===== config.mk =====
export PLATFORM = sky130hd
export DESIGN_NAME = url_percent_decoder_core
export DESIGN_NICKNAME = d
export VERILOG_FILES = /design/src/upd_pkg.sv /design/src/url_percent_decoder_core.sv
export SDC_FILE = /design/constraint.sdc
export NUM_CORES = 1
export LEC_CHECK = 0
export BUFFER_PORTS_ARGS = -buffer_cell sky130_fd_sc_hd__buf_2
export CORE_UTILIZATION = 58
export DETAILED_ROUTE_END_ITERATION = 8
export PLACE_DENSITY = 0.87
export SLEW_MARGIN = 25
export SYNTH_ARGS = -nofsm -noshare
export SYNTH_HDL_FRONTEND = slang
export SYNTH_SLANG_ARGS = --single-unit

===== constraint.sdc =====
create_clock -name i_clk -period 3.85 [get_ports i_clk]
set_clock_uncertainty 0.05 [all_clocks]
set_input_delay 0.5775 -clock i_clk [delete_from_list [all_inputs] [get_ports i_clk]]
set_output_delay 0.5775 -clock i_clk [all_outputs]
set_load 0.01 [all_outputs]

===== src/upd_pkg.sv =====
// ----------------------------------------------------------------------------
// upd_pkg
// Shared types, character codes and the digit mapping for the URL decoder.
// ----------------------------------------------------------------------------
package upd_pkg;

    localparam logic [7:0] CH_PLUS    = 8'h2B;
    localparam logic [7:0] CH_PERCENT = 8'h25;
    localparam logic [7:0] CH_SPACE   = 8'h20;

    localparam logic [7:0] CH_UPPER_A = 8'h41;
    localparam logic [7:0] CH_UPPER_Z = 8'h5A;
    localparam logic [7:0] CH_LOWER_A = 8'h61;
    localparam logic [7:0] CH_LOWER_Z = 8'h7A;
    localparam logic [7:0] CH_ZERO    = 8'h30;
    localparam logic [7:0] CH_NINE    = 8'h39;
    localparam logic [7:0] LETTER_OFS = 8'd10;
    localparam logic [5:0] DIGIT_NONE = 6'd32;

    typedef enum logic [2:0] {
        ST_PLAIN = 3'b001,
        ST_PCT   = 3'b010,
        ST_DIG   = 3'b100
    } t_phase;

    // '0'-'9' -> 0..9, letters -> 10..35, anything else -> 32
    function automatic logic [5:0] f_digit(input logic [7:0] c);
        logic [7:0] t;
        t = 8'd0;
        if (c >= CH_UPPER_A && c <= CH_UPPER_Z) begin
            t = c - CH_UPPER_A + LETTER_OFS;
        end else if (c >= CH_LOWER_A && c <= CH_LOWER_Z) begin
            t = c - CH_LOWER_A + LETTER_OFS;
        end else if (c >= CH_ZERO && c <= CH_NINE) begin
            t = c - CH_ZERO;
        end else begin
            t = {2'b00, DIGIT_NONE};
        end
        return t[5:0];
    endfunction

endpackage


===== src/url_percent_decoder_core.sv =====
// ----------------------------------------------------------------------------
// url_percent_decoder_core
// Streaming URL percent-decoder: '+' to space, '%XY' to one byte.
// ----------------------------------------------------------------------------
// Channel   Dir  tdata        tuser       tlast
// s_axis    in   in_byte      -           last_char
// m_axis    out  out_byte     byte_valid  end_of_text
//
// The decode is a single pass of logic into the output register, so a byte
// is taken every cycle while the output drains.
// The result of an input transfer is registered and shown in the next cycle.
// Synchronous active-low reset returns the escape phase to plain text and
// empties the output register.
// A stalled output holds its result; input is taken only when the output
// register is empty or being read in the same cycle.
// ----------------------------------------------------------------------------
module url_percent_decoder_core
    import upd_pkg::*;
(
    input  logic       i_clk,
    input  logic       i_rst_n,
    input  logic       i_s_axis_tvalid,
    output logic       o_s_axis_tready,
    input  logic [7:0] i_s_axis_tdata,   // [7:0] in_byte
    input  logic       i_s_axis_tlast,
    output logic       o_m_axis_tvalid,
    input  logic       i_m_axis_tready,
    output logic [7:0] o_m_axis_tdata,   // [7:0] out_byte
    output logic       o_m_axis_tuser,   // [0] byte_valid
    output logic       o_m_axis_tlast
);

    t_phase     r_phase, n_phase;
    logic [7:0] r_held, n_held;
    logic       r_valid;
    logic [7:0] r_byte;
    logic       r_bvalid;
    logic       r_last;

    logic       s_accept;
    logic       c_res;
    logic [7:0] c_byte;
    logic       c_bvalid;
    logic [7:0] c_plain;
    logic [5:0] c_dhi, c_dlo;
    logic [7:0] c_esc;

    assign o_s_axis_tready = !r_valid || i_m_axis_tready;
    assign s_accept        = i_s_axis_tvalid && o_s_axis_tready;

    assign c_plain = (i_s_axis_tdata == CH_PLUS) ? CH_SPACE : i_s_axis_tdata;
    assign c_dhi   = f_digit(r_held);
    assign c_dlo   = f_digit(i_s_axis_tdata);
    assign c_esc   = {c_dhi[3:0], 4'b0000} + {2'b00, c_dlo};

    always_comb begin
        n_phase  = r_phase;
        n_held   = r_held;
        c_res    = 1'b0;
        c_byte   = 8'd0;
        c_bvalid = 1'b0;
        case (r_phase)
            ST_DIG: begin
                n_phase  = ST_PLAIN;
                n_held   = 8'd0;
                c_res    = 1'b1;
                c_byte   = c_esc;
                c_bvalid = 1'b1;
            end
            ST_PCT: begin
                if (!i_s_axis_tlast) begin
                    n_held  = i_s_axis_tdata;
                    n_phase = ST_DIG;
                end else begin
                    // short escape at end: drop the '%', byte handled plainly
                    n_phase = ST_PLAIN;
                    n_held  = 8'd0;
                    c_res   = 1'b1;
                    if (i_s_axis_tdata != CH_PERCENT) begin
                        c_byte   = c_plain;
                        c_bvalid = 1'b1;
                    end
                end
            end
            default: begin
                n_phase = ST_PLAIN;
                n_held  = 8'd0;
                if (i_s_axis_tdata == CH_PERCENT) begin
                    if (i_s_axis_tlast) begin
                        c_res = 1'b1;
                    end else begin
                        n_phase = ST_PCT;
                    end
                end else begin
                    c_res    = 1'b1;
                    c_byte   = c_plain;
                    c_bvalid = 1'b1;
                end
            end
        endcase
    end

    always_ff @(posedge i_clk) begin
        if (!i_rst_n) begin
            r_phase <= ST_PLAIN;
            r_held  <= 8'd0;
            r_valid <= 1'b0;
        end else begin
            if (s_accept) begin
                r_phase <= n_phase;
                r_held  <= n_held;
                r_valid <= c_res;
            end else if (i_m_axis_tready) begin
                r_valid <= 1'b0;
            end
        end
    end

    always_ff @(posedge i_clk) begin
        if (s_accept) begin
            r_byte   <= c_byte;
            r_bvalid <= c_bvalid;
            r_last   <= i_s_axis_tlast;
        end
    end

    assign o_m_axis_tvalid = r_valid;
    assign o_m_axis_tdata  = r_byte;
    assign o_m_axis_tuser  = r_bvalid;
    assign o_m_axis_tlast  = r_last;

endmodule


; Word level (Yosys, flattened, before mapping)
; Index checks and enable logic that the tools add are counted.
[word_totals]
memories = 0
ramBits = 0
ff_bits = 22
output_inout_bits = 12
latchBits = 0
elab_cells = 70
mem_bits_ro = 0
[classes]
n_mux = 26
n_eq_ne = 5
reduce_logical = 10
order_cmp = 12
add_sub_neg = 11
n_mul = 0
div_mod_pow = 0
shift = 0
bitwise = 0
[ops]
columns = operator, n
row1 = $mux W8, 6
row2 = $ge A8 B7 Y1 const B, 4
row3 = $le A8 B7 Y1 const B, 4
row4 = $mux W6, 3
row5 = $eq A8 B6 Y1 const B, 2
row6 = $ge A8 B6 Y1 const B, 2
row7 = $le A8 B6 Y1 const B, 2
row8 = $pmux W8 S2, 1
row9 = $add A6 B4 Y6 const B, 2
row10 = $mux W4, 3
row11 = $sub A4 B1 Y4 const B, 3
row12 = $sub A6 B6 Y6 const B, 2
row13 = $add A4 B4 Y4 const B, 2
row14 = $add A8 B6 Y8, 1
row15 = $ne A8 B6 Y1 const B, 1
row16 = $logic_and A1 B1 Y1, 7
row17 = $mux W1, 7
row18 = $pmux W3 S2, 1
row19 = $sub A6 B1 Y6 const B, 1
row20 = $mux W2, 2
row21 = $pmux W1 S2, 2
row22 = $eq A3 B2 Y1 const B, 1
row23 = $eq A3 B3 Y1 const B, 1
row24 = $mux W3, 1
row25 = 3 further kinds, 3

; Longest topological paths before layout
; Gate-level depths: netlist of run 1.
[logic_depth]
depth_word = 7
mapped_depth = 13
ltp_nobuf = 13

; Worst setup path after synthesis of run 1
; No wires, ideal clock.
[synth_path]
path_type = input port to flip-flop
startpoint = input port i_s_axis_tdata[0]
endpoint = register r_byte[7], in the netlist o_m_axis_tdata[7] (data pin)
path_stages = 13
path_buffers = 0
required_ns = 3.536
path_slack_ns = 1.065
setup_ns = 0.264
arrival_ns = 2.471
path_cell_list = inv_1 > ha_1 > nor4b_2 > nor4b_1 > a31oi_2 > inv_1 > a21oi_1 > mux2_2 > ha_1 > a21o_1 > o31ai_2 > xnor2_1 > o21ai_1
[synth_between]
elab_chain_cells = 7
elab_cells_between_ends = 26
cone_classes = 6 x add/sub / 6 x order compare / 3 x eq/ne / 8 x mux / 3 x reduce/logical
[synth_rtl]
columns = item, line_no
row1 = from (decl), url_percent_decoder_core.sv:24  ; input logic [7:0] i_s_axis_tdata,
row2 = branches (longest 6 deep; another with $add A8 B6 Y8), -
row3 = $pmux W8 S2 (*), url_percent_decoder_core.sv:62  ; case (r_phase)
row4 = via c_byte[7], url_percent_decoder_core.sv:42  ; logic [7:0] c_byte;
row5 = to (signal assigned), url_percent_decoder_core.sv:121  ; r_byte <= c_byte;
row6 = to (decl), url_percent_decoder_core.sv:36  ; logic [7:0] r_byte;
; Mark *: on every way through the listed nets, which the timed path passes.
; A chain may end at the register's enable or synchronous reset.

; Worst setup path after layout of run 1
[layout_path]
startpoint = input port i_s_axis_tdata[1]
endpoint = register r_byte[7], in the netlist o_m_axis_tdata[7] (data pin)
; Same word-level chain as after synthesis.

==> results.md, run 1 <==
* Cell row count at 19
* Most frequent cells in the layout: buf_2, ha_1, inv_1
* Layout cells sized above 1 at between 20 and 25%
* Worst-path clk slew at ~130 ps
* VDD IR-drop max at 0.0002145 V
* DR vias/cell at between 6 and 7
* Period utilization at just under 80%
* IO buf count at 24
* Initial DRT Pass Iterations at 4
* Crit path max fanout at 9
* Post-Synth XOR/XNOR Area at under 10%
* Max_cap viols at 0
* Post-CTS sizing at 0
* Remaining antenna violation count after routing at 0
* EDFF count, synth at 10
* Total GRT Usage at a little over a quarter
* Total global routing overflow at 0
* Dpl cell area at between 1500 and 2000 µm²
* Post-synthesis mux area share at 2.520%
* H-tree Lvls at 1
* Final instance area at approximately 1800 µm²
* Fin crit period at between 2000 and 3000 ps
* Hold Fails Final Rpt at 0
* Post-route insts no fill at between 200 and 250
* Max Fclk at ~340 MHz
* Yosys warning count at 0
* Min-Delay Path Class: input port to flop
* HPWL after DPL at slightly below 3000 µm
* Syn Nets at between 200 and 250
* Total CTS buffers at 3
* Adder-Cell Fraction of Synth Area at between 10% and 20%
* First-pass GRT wire length at around 6500 µm
* Mapped Area at roughly 1700 µm²
* Die height at 55.95 µm
* Synth Instances at approximately 180
* Clk sinks at 22
* DR iter-0 viols at 90
* Setup ws final at just under 900 ps
* Number of global-route vias before repair at around 1400
* Mean area per synthesized cell at approximately 9.4 µm²
* Top_reg_cell synth: dfxtp_1
* Max-slew violations at 0
* Area grow syn2layout at 8.821%
* Final wirelength at 3748 µm
* Antenna Cells at 0
* Synthesized-area fraction occupied by and/or/nand/nor cells at roughly 24%
* Die width at ~56 µm
* Worst slew margin at between 60% and 70%
* Sequential share of the synthesized area at between 30% and 40%
* Pin count of the biggest net entering global routing at 16
* Slew @ Worst Pin at ~520 ps
* Status: completed
* Routability cong. at around 0.95
* Crit path required time at between 3000 and 4000 ps
* Synth top area cells: edfxtp_1, dfxtp_1, ha_1, nor2b_1, a22oi_1
* Number of distinct library cells after synthesis at 53
* Nets@finish at around 230
* Pwr/cell area at roughly 240 nW/µm²
* RSZ-0062 raised after global routing: no
* Commonest non-fill, non-tap cell in the layout: buf_2
* Setup-failing EPs final at 0
* Hold-fix buffers, CTS at 0
* Register bit count reported by yosys at 22
* Dpl cells at 229
* TritonCTS clock tree: yes
* Area leader, netlist: edfxtp_1
* Core box area at around 2800 µm²
* Initial Util at about 61%
* DR WL/cell at between 15 and 20 µm
* # IOs at 25
* Setup total negative slack at 0 ps
* Combinational family with the most area after synthesis: simple AND/OR/NAND/NOR gates
* Post-synth ARST share at 0%
* Critical path capture point type: flop
* Arrival @ worst endpoint at around 3000 ps
* Proportion of netlist area held by the largest area contributor at approximately 18%
* Clk root buf: clkbuf_4
* Clock tree buffer depth at 2
* # Post-CTS Setup Buffers at 0
* Initial antenna violation count at 0
* Post-route DRC at 0
* DIE AREA at roughly 3100 µm²
* Worst-skew pair later-pin latency at slightly above 300 ps
* Startpoint types: input port
* Compound-gate portion of the synthesized area at roughly 22%
* Vias post-DR at between 1000 and 1500
* Worst setup path category: input port to flop
* P_leak at between 0.7 and 0.8 nW
* Place WS at around 550 ps
[state kept, by name, summed over array words and instances, names as in the netlist]
register	cells
r_held	8
o_m_axis_tlast	1
o_m_axis_tuser	1
o_m_axis_tdata	8
o_m_axis_tvalid	1
r_phase	3
[cells in the mapped netlist (3+ instances only)]
master,number
ha_1,14
inv_1,13
dfxtp_1,12
nand2_1,12
nor2b_1,12
edfxtp_1,10
o21ai_0,10
a21oi_1,9
a22oi_1,9
nor2_1,8
o21ai_1,5
nand2b_1,4
nand3_1,4
and2_1,3
xnor2_1,3
[per-stage QoR]
stage                     hold WS, ps  power, mW  utilization [%]
after floorplan                 456.9     0.3102                -
after global placement          473.8     0.3366            65.65
after detailed placement        495.5     0.3408            65.65
after CTS                       483.9     0.4490            66.61
after global routing            483.7     0.4691            66.61
final                           492.5     0.4459            66.61
[final timing paths]
check,startpoint,end,slack [ps],depth (start not counted)
hold reg to reg,o_m_axis_tvalid,o_m_axis_tvalid,510,2
setup reg to reg,r_held[1],o_m_axis_tdata[6],1170,11
hold / removal,i_s_axis_tlast,o_m_axis_tlast,490,1
setup / recovery,i_s_axis_tdata[1],o_m_axis_tdata[7],870,14
[worst max-delay path, stage by stage]
cell and delay, ps:
buf_2 180, inv_1 80, ha_1 220, nor4b_2 340, nor4b_1 120, a31oi_2 270
inv_1 90, a21oi_1 200, mux2_2 200, ha_1 230, a21o_1 190, o31ai_2 60
xnor2_1 150, o21ai_1 80
[power breakdown]
part	leakage (nW)	total [mW]	switching, mW	internal [mW]
logic	0.518	0.0780	0.0492	0.0288
registers	0.192	0.258	0.00467	0.254
clock network	0.0154	0.109	0.0715	0.0379
total	0.725	0.446	0.125	0.320
[cell families after synthesis]
group                      count (synthesis)
AOI/OAI and AO/OA                         51
xor gates and xnor gates                   4
adders and majority gates                 15
buffers and inverters                     20
DFF                                       22
muxes                                      4
and+or+nand+nor                           63
[metal layers]
layer	wire (µm)	vias up	GRT usage, %
met5	0	-	0
met4	29	0	6.620
met3	202	4	3.023
met2	1951	55	46.13
met1	1565	692	33.78
li1	-	697	-
[final cells by class]
| class | instances | area (µm²) |
|---|---|---|
| Clock buffer | 3 | 22.52 |
| Clock inverter | 1 | 3.754 |
| Fill cell | 232 | 920.9 |
| Inverter | 15 | 56.30 |
| Multi-Input combinational cell | 137 | 1055 |
| Sequential cell | 22 | 540.5 |
| Tap cell | 31 | 38.79 |
| Timing Repair Buffer | 24 | 120.1 |
Note: power is estimated with default switching activity, not from simulation.
==> run 2: changes to the inputs <==
--- a/config.mk
+++ b/config.mk
@@ -5,10 +5,11 @@
 export SDC_FILE = /design/constraint.sdc
 export NUM_CORES = 1
 export LEC_CHECK = 0
+export ABC_AREA = 1
 export BUFFER_PORTS_ARGS = -buffer_cell sky130_fd_sc_hd__buf_2
-export CORE_UTILIZATION = 58
+export CORE_UTILIZATION = 57
 export DETAILED_ROUTE_END_ITERATION = 8
-export PLACE_DENSITY = 0.87
+export PLACE_DENSITY = 0.85
 export SLEW_MARGIN = 25
 export SYNTH_ARGS = -nofsm -noshare
 export SYNTH_HDL_FRONTEND = slang
==> constraint.sdc (replaced) <==
create_clock -name i_clk -period 3.1 [get_ports i_clk]
set_clock_uncertainty 0.05 [all_clocks]
set_input_delay 0.465 -clock i_clk [delete_from_list [all_inputs] [get_ports i_clk]]
set_output_delay 0.465 -clock i_clk [all_outputs]
set_load 0.01 [all_outputs]
==> run 2 against run 1 <==
  * The flow now finishes with violations (DRC)
  * Hold slack worse by 200 ps
  * Sequential power up 24%
  * Count of clock-buffer cells in the layout up 1
  * Die area up 7.6%
  * Critical endpoint is now o_m_axis_tdata[6]
  * Non-clock buffer count unchanged
  * Design area up 7.5%
  * Sequential share of layout area down 2.1 points
==> results.md, run 2 <==
* Status: complete, but fails checks
* Failing checks: DRC
* Die width at 58.05 µm
* EDFF count, synth at 10
* Core box area at approximately 2900 µm²
* Worst reg2reg path depth at 14
* Syn Nets at a little under 300
* Min-Delay Path Class: input port to flop
* Total global routing overflow at 0
* Net Sw Frac at 28.21%
* Yosys warning count at 0
* Number of distinct library cells after synthesis at 31
* Pin count of the biggest net entering global routing at 14
* Initial Util at 62.24%
* Synth Instances at 264
* Hold-fix buffers, CTS at 0
* Worst Hold Path Cells at 1
* # IOs at 25
* Comb power frac at approximately 20%
* IO buf count at 24
* Cell row count at 19
* # Post-CTS Setup Buffers at 0
* Total CTS buffers at 3
* VDD IR-drop max at ~0.00017 V
* First-pass GRT wire length at about 6400 µm
* FF-to-FF setup slack at around 570 ps
* Mapped Area at 1790 µm²
* Synth top area cells: nand2_1, edfxtp_1, dfxtp_1, ha_1, inv_1
* Max_cap viols at 0
* Top_reg_cell synth: dfxtp_1
* Max-slew violations at 0
* Remaining antenna violation count after routing at 0
* Worst setup path category: input port to flop
* Total GRT Usage at between 20% and 30%
* Sequential share of the synthesized area at 30.19%
* Most frequent cells in the layout: nand2_1, inv_1, buf_2
* P_leak at between 0.9 and 1 nW
* Initial antenna violation count at 0
* DIE AREA at approximately 3400 µm²
* DR WL/cell at 11.44 µm
* Max Fclk at about 400 MHz
* Post-route DRC at 4
* Initial DRT Pass Iterations at 6
* Startpoint types: input port
* Register bit count reported by yosys at 22
* Period utilization at 82.71%
* Hold_ws at slightly below 300 ps
* Slew @ Worst Pin at around 420 ps
* DR iter-0 viols at 80
* Clk root buf: clkbuf_4
* Setup total negative slack at 0 ps
* Antenna Cells at 0
* Crit path max fanout at 8
* Final wirelength at about 3800 µm
* Layout cells sized above 1 at between 10% and 20%
* Hold Path Origin: i_s_axis_tlast
* Clock group share of total power at a little under a third
* Mean area per synthesized cell at 6.782 µm²
* TritonCTS clock tree: yes
* Commonest non-fill, non-tap cell in the layout: nand2_1
* Routability cong. at around 0.93
* H-tree Lvls at 1
* Clk sinks at 22
* Filler cells at approximately 250
* Count leader, synth: nand2_1
* Worst R2R End: o_m_axis_tdata[6]
* Most instantiated cells after synthesis: nand2_1, inv_1, nand3_1
* Arrival @ worst endpoint at roughly 2600 ps
* HPWL after DPL at ~3000 µm
* Area grow syn2layout at 10.27%
* Proportion of netlist area held by the largest area contributor at about 17%
* Number of global-route vias before repair at approximately 1500
* NetSw at around 0.18 mW
* Flop pwr share at 50.5%
* DR vias/cell at roughly 5.2
* Clock tree buffer depth at 2
* Area leader, netlist: nand2_1
* Hold EP: o_m_axis_tlast
* Fin crit period at 2564 ps
* Worst-skew pair later-pin latency at about 310 ps
* Hold Fails Final Rpt at 0
* Setup-failing EPs final at 0
* Critical path capture point type: flop
* Vias post-DR at 1696
* Worst-path clk slew at roughly 130 ps
* RSZ-0062 raised after global routing: no
* Die height at a little under 60 µm
* Worst slew margin at between 70% and 80%
* Post-CTS sizing at 0
* Post-synth ARST share at 0%
* Pwr/cell area at about 320 nW/µm²
* Nets@finish at 315
* Reg2reg start: r_held[0]
* Crit path required time at between 3000 and 4000 ps
* Internal power at roughly 0.45 mW
-- run 2: worst max-delay path by stage --
stage | from | to | cells past startpoint
CTS | i_s_axis_tdata[1] | o_m_axis_tdata[6] | 16
global route | r_held[0] | o_m_axis_tdata[6] | 14
finish | i_s_axis_tdata[1] | o_m_axis_tdata[6] | 16
global placement | i_s_axis_tdata[1] | o_m_axis_tdata[6] | 16
detailed placement | i_s_axis_tdata[1] | o_m_axis_tdata[6] | 16
floorplan | i_s_axis_tdata[1] | o_m_axis_tdata[6] | 15
-- run 2: cells by family after synthesis --
group           Yosys count  synth area share [%]
simple gates            141                 35.15
flops                    22                 30.19
xor+xnor                  5                 2.446
fa+ha+maj                15                 10.90
compound gates           37                 11.32
buf+inv                  44                 9.993
-- run 2: power groups by stage --
stage / clock [mW] / sequential [mW] / combinational (mW)
after floorplan: 0 / 0.331 / 0.0786
after global placement: 0 / 0.326 / 0.120
after detailed placement: 0 / 0.326 / 0.121
after CTS: 0.193 / 0.320 / 0.121
after global routing: 0.207 / 0.321 / 0.137
final: 0.190 / 0.320 / 0.123
-- run 2: cell type report --
cell class	count	area [µm²]	share of cell area (%)
well taps	42	52.55	2.662
multi-input cells	198	1071	54.25
flip-flops and latches	22	540.5	27.38
repair buffers	24	120.1	6.084
clock buffers	4	47.55	2.408
inverters	38	142.6	7.224
-- run 2: stage by stage --
stage	utilization [%]	setup WS (ps)	power [mW]	area, µm²	cells
after CTS	68.64	567.7	0.6340	1974	328
after global routing	68.64	307.0	0.6653	1974	328
after floorplan	-	587.8	0.4095	1790	264
after global placement	66.99	313.0	0.4454	1927	324
after detailed placement	66.99	234.3	0.4472	1927	324
final	68.64	535.9	0.6332	1974	328
-- run 2: metal layers --
metal  GRT usage [%]  vias up  share of wire (%)  wire length, µm
met4           6.122        0               0.56               21
met2           38.92       49                 46             1711
met3           3.571        2                4.5              169
met1           35.10      755                 49             1849
met5               0        -                  0                0
li1                -      890                  -                -
-- run 2: worst max-delay path, stage by stage --
cell and delay [ps]:
buf_2 150, inv_1 120, ha_1 200, inv_1 60, nor2_2 110, nand3_1 70
nand3_1 100, nand2_2 120, nand3_1 130, nand2_1 60, a21oi_1 150, ha_1 190
inv_1 50, fa_1 370, a21oi_1 130, o22ai_1 90
==> run 3: changes to the inputs <==
--- a/config.mk
+++ b/config.mk
@@ -5,11 +5,11 @@
 export SDC_FILE = /design/constraint.sdc
 export NUM_CORES = 1
 export LEC_CHECK = 0
-export ABC_AREA = 1
+export ABC_AREA = 0
 export BUFFER_PORTS_ARGS = -buffer_cell sky130_fd_sc_hd__buf_2
-export CORE_UTILIZATION = 57
+export CORE_UTILIZATION = 51
 export DETAILED_ROUTE_END_ITERATION = 8
-export PLACE_DENSITY = 0.85
+export PLACE_DENSITY = 0.81
 export SLEW_MARGIN = 25
 export SYNTH_ARGS = -nofsm -noshare
 export SYNTH_HDL_FRONTEND = slang
==> constraint.sdc (replaced) <==
create_clock -name i_clk -period 2.25 [get_ports i_clk]
set_clock_uncertainty 0.05 [all_clocks]
set_input_delay 0.3375 -clock i_clk [delete_from_list [all_inputs] [get_ports i_clk]]
set_output_delay 0.3375 -clock i_clk [all_outputs]
set_load 0.01 [all_outputs]
==> run 3 against run 2 <==
  * The run ends with setup timing left
  * Setup slack lost 780 ps
  * Highest routed layer unchanged
  * Count of clock-buffer cells in the layout is 1 lower
  * Via count fell by 2.7%
==> results.md, run 3 (synthesized netlist as in run 1, its figures left out) <==
* Crit path max fanout at 2
* CP max stage cell: dfxtp_2
* Total power at around 0.83 mW
* Crit path required time at approximately 2300 ps
* TritonCTS clock tree: yes
* Dpl cell area at 2198 µm²
* Filler cells at between 200 and 250
* P_leak at 0.9779 nW
* Setup-failing EPs final at 3
* Nets@finish at approximately 280
* Layout Utilization at 77.58%
* CP top delay family: compound AO/OA/AOI/OAI gates
* Post-route DRC at 0
* Failing checks: setup timing
* Total GRT Usage at between 20% and 30%
* Max-slew violations at 0
* Antenna Cells at 0
* Die width at 59.53 µm
* Clk root buf: clkbuf_4
* Period utilization at 110.7%
* Pin count of the biggest net entering global routing at 15
* Arrival @ worst endpoint at between 2000 and 3000 ps
* Initial antenna violation count at 0
* Status: complete, but fails checks
* VDD IR-drop max at ~0.00024 V
* Remaining antenna violation count after routing at 0
* Startpoint types: flop
* Slew @ Worst Pin at between 500 and 600 ps
* DIE AREA at ~3500 µm²
* Setup ws final at -241.7 ps
* Most frequent cells in the layout: buf_4, buf_2, nand2_1
* Routability cong. at just over 0.9
* IO buf count at 24
* Final wirelength at around 4700 µm
* Peak per-stage delay on the critical path at 360 ps
* Setup total negative slack at -455.5 ps
* HPWL after DPL at 3398 µm
* Clk sinks at 22
* Max_cap viols at 0
* Number of global-route vias before repair at between 1500 and 2000
* Worst-path clk slew at 130 ps
* DR vias/cell at approximately 5.7
* Die height at slightly below 60 µm
* Final instance area at between 2000 and 2500 µm²
* CP Cell Sequence: buf_4 -> ha_4 -> nor4_2 -> and2_1 -> nor3_2 -> buf_4 -> a22o_4 -> ha_4 -> a21o_1 -> o31ai_2 -> xnor2_1 -> o21ai_1
* Vias post-DR at 1650
* Total CTS buffers at 3
* Initial Util at 54.40%
* Commonest non-fill, non-tap cell in the layout: buf_4
* RSZ-0062 raised after global routing: yes
* H-tree Lvls at 1
* DR WL/cell at between 15 and 20 µm
* Total global routing overflow at 0
* # IOs at 25
* Max Fclk at about 400 MHz
* Initial DRT Pass Iterations at 4
* DR iter-0 viols at ~80
* Pwr/cell area at 346.4 nW/µm²
* Worst slew margin at 64.43%
* Area of the multi-input gates at around 1200 µm²
* Critical path capture point type: flop
* Worst Path Buf+Inv at 2
* Min-Delay Path Class: input port to flop
* Hold Fails Final Rpt at 0
* Reg area at between 500 and 600 µm²
* Fin crit period at 2492 ps
* Worst setup path category: flop to flop
* Area grow syn2layout at 42.62%
* Core box area at a little over 3000 µm²
* First-pass GRT wire length at 7265 µm
* Place WS at -524.7 ps
* Cell row count at 20
* Clock tree buffer depth at 2
* Hold-fix buffers, CTS at 0
* Layout cells sized above 1 at 46.34%
* Worst-skew pair later-pin latency at around 340 ps
## run 3: changes by cell type in the layout (fill, tap and decap cells not counted), sizes merged, moves of 8 or more
cell   change
nand2     -73
buf       +44
inv       -23
nand3     -18
nor2      -16
nor2b     +12
a22oi      +9
a21oi      -8
## run 3: timing repair
| action | in CTS | in global routing |
|---|---|---|
| resized for setup | 10 | 16 |
| buffers inserted | 6 | 3 |
| hold endpoints to repair | 0 | 0 |
| setup endpoints to repair | 4 | 4 |
| pin swaps | 8 | 12 |
## run 3: final cells by class
class                      instances  area share, %
multi-input combinational        137          51.66
timing repair buffer              68          19.13
tap                               44          2.287
clock inverter                     1         0.1559
inverter                          15          3.170
sequential                        22          22.66
clock buffer                       3         0.9356
## run 3: path summary, 6_finish.rpt
check	from	to	slack [ps]	cells after the start
hold reg to reg	o_m_axis_tvalid	o_m_axis_tvalid	510	2
setup reg to reg	r_held[0]	o_m_axis_tdata[7]	-240	12
setup / recovery	r_held[0]	o_m_axis_tdata[7]	-240	12
hold / removal	i_s_axis_tlast	o_m_axis_tlast	240	1
## run 3: routing by layer
layer	global-route usage, %	wire, µm
met4	16.28	172
met1	32.56	1900
met5	0	0
met3	5.459	278
met2	49.44	2322
## run 3: worst reg2reg max path, delay by kind of cell, from the launching register on
family / cells / cell delay (ps)
flops: 1 / 360
compound gates: 4 / 520
buf+inv: 2 / 300
fa+ha+maj: 2 / 430
simple gates: 3 / 410
xor+xnor: 1 / 180
## run 3: metrics by stage
stage               hold slack, ps  cells
floorplan                    386.4    179
global placement             472.9    278
detailed placement           504.1    278
CTS                          245.5    288
global route                 220.3    290
finish                       235.6    290
## run 3: where the power goes
| group | switching [mW] | leakage [nW] | internal [mW] | total (mW) |
|---|---|---|---|---|
| combinational | 0.103 | 0.769 | 0.0879 | 0.191 |
| clock | 0.137 | 0.0154 | 0.0655 | 0.203 |
| sequential | 0.00715 | 0.193 | 0.433 | 0.440 |
| total | 0.248 | 0.978 | 0.586 | 0.834 |
